==> config.mk <==
export PLATFORM = sky130hd
export DESIGN_NAME = frp_div_cell
export DESIGN_NICKNAME = d
export VERILOG_FILES = /design/src/frp_pkg.sv /design/src/frp_div_cell.sv
export SDC_FILE = /design/constraint.sdc
export NUM_CORES = 1
export LEC_CHECK = 0
export ABC_AREA = 1
export BUFFER_PORTS_ARGS = -buffer_cell sky130_fd_sc_hd__clkbuf_2
export CAP_MARGIN = 5
export CELL_PAD_IN_SITES_DETAIL_PLACEMENT = 1
export CELL_PAD_IN_SITES_GLOBAL_PLACEMENT = 1
export CORE_AREA = 4 4 226 228
export CTS_CLUSTER_SIZE = 12
export DETAILED_ROUTE_END_ITERATION = 7
export DIE_AREA = 0 0 230 232
export PLACE_DENSITY_LB_ADDON = 0.1
export SLEW_MARGIN = 10
export SYNTH_ARGS = -nofsm -noshare
export SYNTH_HDL_FRONTEND = slang
export SYNTH_SLANG_ARGS = --single-unit
==> constraint.sdc <==
create_clock -name i_clk -period 3.9 [get_ports i_clk]
set_input_delay 0.39 -clock i_clk [delete_from_list [all_inputs] [get_ports i_clk]]
set_output_delay 0.39 -clock i_clk [all_outputs]
set_load 0.005 [all_outputs]
==> src/frp_pkg.sv <==
// Shared types and constants for the first-order rational projection block.
package frp_pkg;

    // Command codes carried in each input transaction.
    localparam logic CMD_POINT = 1'b0;
    localparam logic CMD_WRITE = 1'b1;

    // Result status codes.
    localparam logic [1:0] ST_OK       = 2'd0;
    localparam logic [1:0] ST_ZERO_DEN = 2'd1;
    localparam logic [1:0] ST_SAT      = 2'd2;

    // Parameter table layout.
    localparam int TABLE_DEPTH    = 24;
    localparam int IDX_COL_BASE   = 0;
    localparam int IDX_ROW_BASE   = 7;
    localparam int IDX_SRC_CENTRE = 14;
    localparam int IDX_DST_CENTRE = 17;
    localparam int IDX_SRC_RSCALE = 19;
    localparam int IDX_DST_SCALE  = 22;

    localparam logic signed [31:0] Q_MAX = 32'sh7FFF_FFFF;
    localparam logic signed [31:0] Q_MIN = 32'sh8000_0000;

    typedef struct packed {
        logic               command;
        logic [4:0]         table_index;
        logic signed [31:0] table_value;
        logic signed [31:0] src_x;
        logic signed [31:0] src_y;
        logic signed [31:0] src_z;
        logic signed [31:0] obs_x;
        logic signed [31:0] obs_y;
        logic               last_in;
    } t_in_item;

    typedef struct packed {
        logic signed [31:0] proj_x;
        logic signed [31:0] proj_y;
        logic signed [31:0] resid_x;
        logic signed [31:0] resid_y;
        logic [1:0]         status;
        logic               last_out;
    } t_out_item;

    // Sideband that travels with a point down the pipeline and divider cells.
    typedef struct packed {
        logic               valid;
        logic               last;
        logic               zero;
        logic               sat;
        logic [1:0]         neg;
        logic signed [31:0] obs_x;
        logic signed [31:0] obs_y;
    } t_cell_ctl;

endpackage

==> src/frp_div_cell.sv <==
// One cell of the divider chain: produces one quotient bit for both image axes.
module frp_div_cell #(
    parameter int DW = 48
) (
    input  logic                    i_clk,
    input  logic                    i_rst_n,
    input  logic                    i_en,
    input  frp_pkg::t_cell_ctl      i_ctl,
    input  logic [1:0][31:0]        i_div,
    input  logic [1:0][31:0]        i_rem,
    input  logic [1:0][DW-1:0]      i_work,
    output frp_pkg::t_cell_ctl      o_ctl,
    output logic [1:0][31:0]        o_div,
    output logic [1:0][31:0]        o_rem,
    output logic [1:0][DW-1:0]      o_work
);
    import frp_pkg::*;

    t_cell_ctl         r_ctl;
    logic [1:0][31:0]  r_div;
    logic [1:0][31:0]  r_rem;
    logic [1:0][DW-1:0] r_work;
    logic [1:0][31:0]  n_rem;
    logic [1:0][DW-1:0] n_work;

    // Restoring step: bring down the next dividend bit and try a subtract.
    always_comb begin
        logic [32:0] trial;
        logic        ge;
        for (int a = 0; a < 2; a++) begin
            trial     = {i_rem[a], i_work[a][DW-1]};
            ge        = trial >= {1'b0, i_div[a]};
            n_rem[a]  = ge ? 32'(trial - {1'b0, i_div[a]}) : trial[31:0];
            n_work[a] = {i_work[a][DW-2:0], ge};
        end
    end

    // Sideband register, cleared at reset.
    always_ff @(posedge i_clk) begin
        if (!i_rst_n) begin
            r_ctl <= '0;
        end else if (i_en) begin
            r_ctl <= i_ctl;
        end
    end

    // Datapath registers.
    always_ff @(posedge i_clk) begin
        if (i_en) begin
            r_div  <= i_div;
            r_rem  <= n_rem;
            r_work <= n_work;
        end
    end

    assign o_ctl  = r_ctl;
    assign o_div  = r_div;
    assign o_rem  = r_rem;
    assign o_work = r_work;
endmodule

; ---- Word level (Yosys, flattened, before mapping)
; Cells that the tools add are included.
[word_totals]
register_bits = 294
in_bits = 297
out_inout_bits = 294
elab_cells = 19
[classes]
add_sub_neg = 2
magnitude_cmp = 2
n_mux = 2
[op_table]
columns = cell, n
row1 = $ge A33 B32 Y1, 2
row2 = $mux W32, 2
row3 = $sub A32 B32 Y32, 2

; ---- Longest topological paths before layout
[depth]
ltp_word = 2
mapped_depth = 15
ltp_nobuf = 15

; ---- Worst setup path before layout
; No wires, ideal clock.
[synth_timing]
path_kind = input port to flip-flop
from = in i_div[60] in the netlist's numbering
to = reg r_rem, in the netlist o_rem[53] (data pin)
setup_ns = 0.252
arrival_ns = 1.790
required_time_ns = 3.648
setup_slack_ns = 1.857
stages = 13
n_path_buf = 1
cell_sequence = inv_1 > ha_1 > nand2_2 > inv_1 > nand2_1 > nand2_1 > nand2_1 > nand2_1 > a21oi_1 > nand4_4 > buf_6 > nand2_1 > nand2_1
[synth_lines]
columns = element, line
row1 = start: declaration, frp_div_cell.sv:9  ; input logic [1:0][31:0] i_div,
row2 = end signal: assignment, frp_div_cell.sv:51  ; r_rem <= n_rem;
row3 = end: declaration, frp_div_cell.sv:21  ; logic [1:0][31:0] r_rem;

==> reports/results.ini <==
[min_path]
min-delay-start=i_div[53]
hold_path_class=in -> reg

[detailed_routing]
ant_nets=0
viasPerCell=4.54
drc=0
vias=14800
first_iter_violations=518
finalWirelength_um=61800
post_drt_wl_per_cell_um=19.0
firstDrtPassIters=5

[logic_synthesis]
synthTopCellsByArea=edfxtp_1 44%, nand2_1 15%, dfxtp_1 9.1%
ys_seq_area_frac=0.528
syn_nets=2238
synth_top_area_cell=edfxtp_1
ys.flop_type=edfxtp_1
netlist_area_um2=15400
synth_top_area_frac=0.437
async_flop_share=0
synth.most_common_cell=nand2_1
syn_inst=1875
synth_area_per_cell_um2=8.22
synth-edff-count=224
ys_ff_latch=294
yosys-top-cells-count=599 x nand2_1, 316 x inv_1, 224 x edfxtp_1, 218 x nor2_1, 125 x nand3_1
ys_warn_count=0
ys_types=30

[setup_path]
cp-end-kind=flop
r2r_end=o_ctl[13]
crit_top_cell=nand2_1
slowest_stage=dlygate4sd3_1
cp_data_required_time_ns=4.20
arrival_ns=3.37
critPathBufInv=3
startpoint=i_div[35]
startpoint_type=input pin
regToRegStartpoint=o_ctl[13]
endpoint=o_rem[58]
r2r_cells=2
critical_path.cell_chain=dlygate4sd3_1 > clkbuf_2 > inv_1 > ha_1 > nand2_1 > nor2_1 > nand2_1 > nand3_2 > nand2_1 > nand2_2 > nand2_1 > nand2_1 > nand2_2 > nand3_1 > nand2_1
worstPathMaxFanout=32
rrSetupSlack_ns=3.24
cp_top_family=simple AND/OR/NAND/NOR gates
cpPeakStageDelay_ns=0.56
path_depth=15
worstSetupPathType=in -> reg

[clock_network]
clkLatencyLatePin_ns=0.54
cts_max_path_buffers=3
cts_tree=yes
cts_made_buffers=36
cts_resized=0
ctsHoldBuffers=96
htree_levels=2
clkTransAtPathRegs_ns=0.06
clock_sinks=294
cts_setup_buffers=0
cts_root_buffer=clkbuf_16

[layout]
final_nets=2929
drive_above_1_share=0.261
utilization=0.435
syn2layout_area_growth_pct=37.9

[timing]
slew_violations=0
relSlewSlack=0.280
finalClockSkew_ns=0
rsz0062_at_grt=false
worst_pin_slew_ns=1.08
fin_hold_ws_ns=0.0326
timing.fmax_mhz=326
period_needed_ns=3.07
timing.final.crit_share=0.787
finalHoldViolations=0
tns_ns=0
setup_violations=0

[die]
core_um2=48800
initial_core_util=0.315
die_w_um=230
die_height_um=232
num_rows=81
ioPinCount=591
die_area_um2=53400

[grt]
grt_max_degree=152
grt_pass1_wl_um=93900
grtUsageTotal=0.226
grt_overflow=0
grt_pass1_vias=15800
antenna_found_initial=7

[place]
dp_hpwl_um=47800
io_buffer_count=590
gp_congestion=0.860

[power]
powerDensity_nw_per_um2=428
p_leak_uw=0.0111
ir_worst_vdd_mv=0.310

[job]
maxCapViolations=0

[outcome]
status=complete, no violations

==> cells by family (layout without fill, tap and decap cells) <==
family,count (synthesis),in the layout,share of synthesized area
and+or+nand+nor,1016,1016,0.272
buffers and inverters,358,1076,0.0923
DFF,294,294,0.528
AOI/OAI and AO/OA,113,113,0.0372
adders and majority gates,66,66,0.0546
xor gates and xnor gates,28,28,0.0159
other,0,3,0
==> power breakdown <==
| part | internal [uW] | switching, uW |
|---|---|---|
| clock | 2080 | 1400 |
| sequential | 3710 | 101 |
| combinational | 697 | 1100 |
==> state kept, by name, summed over array words and instances (netlist names) <==
name and cells:
o_work 96, o_ctl 70, o_div 64, o_rem 64
==> cells in the final DEF, fill, tap and decap left out, types with 37 or more instances in the layout <==
cell	count
a21oi_1	37
clkbuf_16	37
clkbuf_2	588
dfxtp_1	70
dlygate4sd3_1	97
edfxtp_1	224
ha_1	64
inv_1	316
nand2_1	599
nand3_1	125
nor2_1	217
o21ai_0	73
==> worst min-delay path by stage <==
stage / cells past startpoint / slack, ns / to
floorplan: 2 / 0.49 / o_ctl[0]
global placement: 2 / 0.48 / o_ctl[25]
detailed placement: 2 / 0.49 / o_ctl[39]
CTS: 1 / 0.0009 / o_work[54]
global route: 1 / 0.01 / o_div[57]
finish: 1 / 0.03 / o_div[53]
==> final cells by class <==
| type | count | area [um2] |
|---|---|---|
| Fill cell | 6073 | 27600 |
| Tap cell | 664 | 831 |
| Timing Repair Buffer | 693 | 4000 |
| Antenna cell | 3 | 7.51 |
| Sequential cell | 294 | 8130 |
| Multi-Input combinational cell | 1223 | 5860 |
| Clock buffer | 47 | 993 |
| Clock inverter | 18 | 225 |
| Inverter | 318 | 1190 |
==> stage by stage <==
stage | std cells | cell area, um2 | power (uW) | worst slack, ns
floorplan | 1875 | 15400 | 4710 | 1.86
global placement | 3095 | 19000 | 5570 | 0.904
detailed placement | 3095 | 19000 | 5600 | 0.864
CTS | 3256 | 21200 | 9210 | 0.925
global route | 3259 | 21200 | 9570 | 0.603
finish | 3260 | 21200 | 9090 | 0.833
==> per-layer routing <==
layer | GRT usage | vias to the layer above | part of all wire
met5 | 0 | - | 0.0011
met1 | 0.268 | 6956 | 0.41
met2 | 0.403 | 415 | 0.50
met3 | 0.0590 | 107 | 0.064
met4 | 0.0699 | 10 | 0.029
li1 | - | 7317 | -
==> worst reg2reg max path: stages, from the launching register on <==
cell and delay (ns):
dfxtp_1 0.31, o21ai_0 0.18, nor2_1 0.06
No activity file was read; power rests on OpenSTA's default activity.
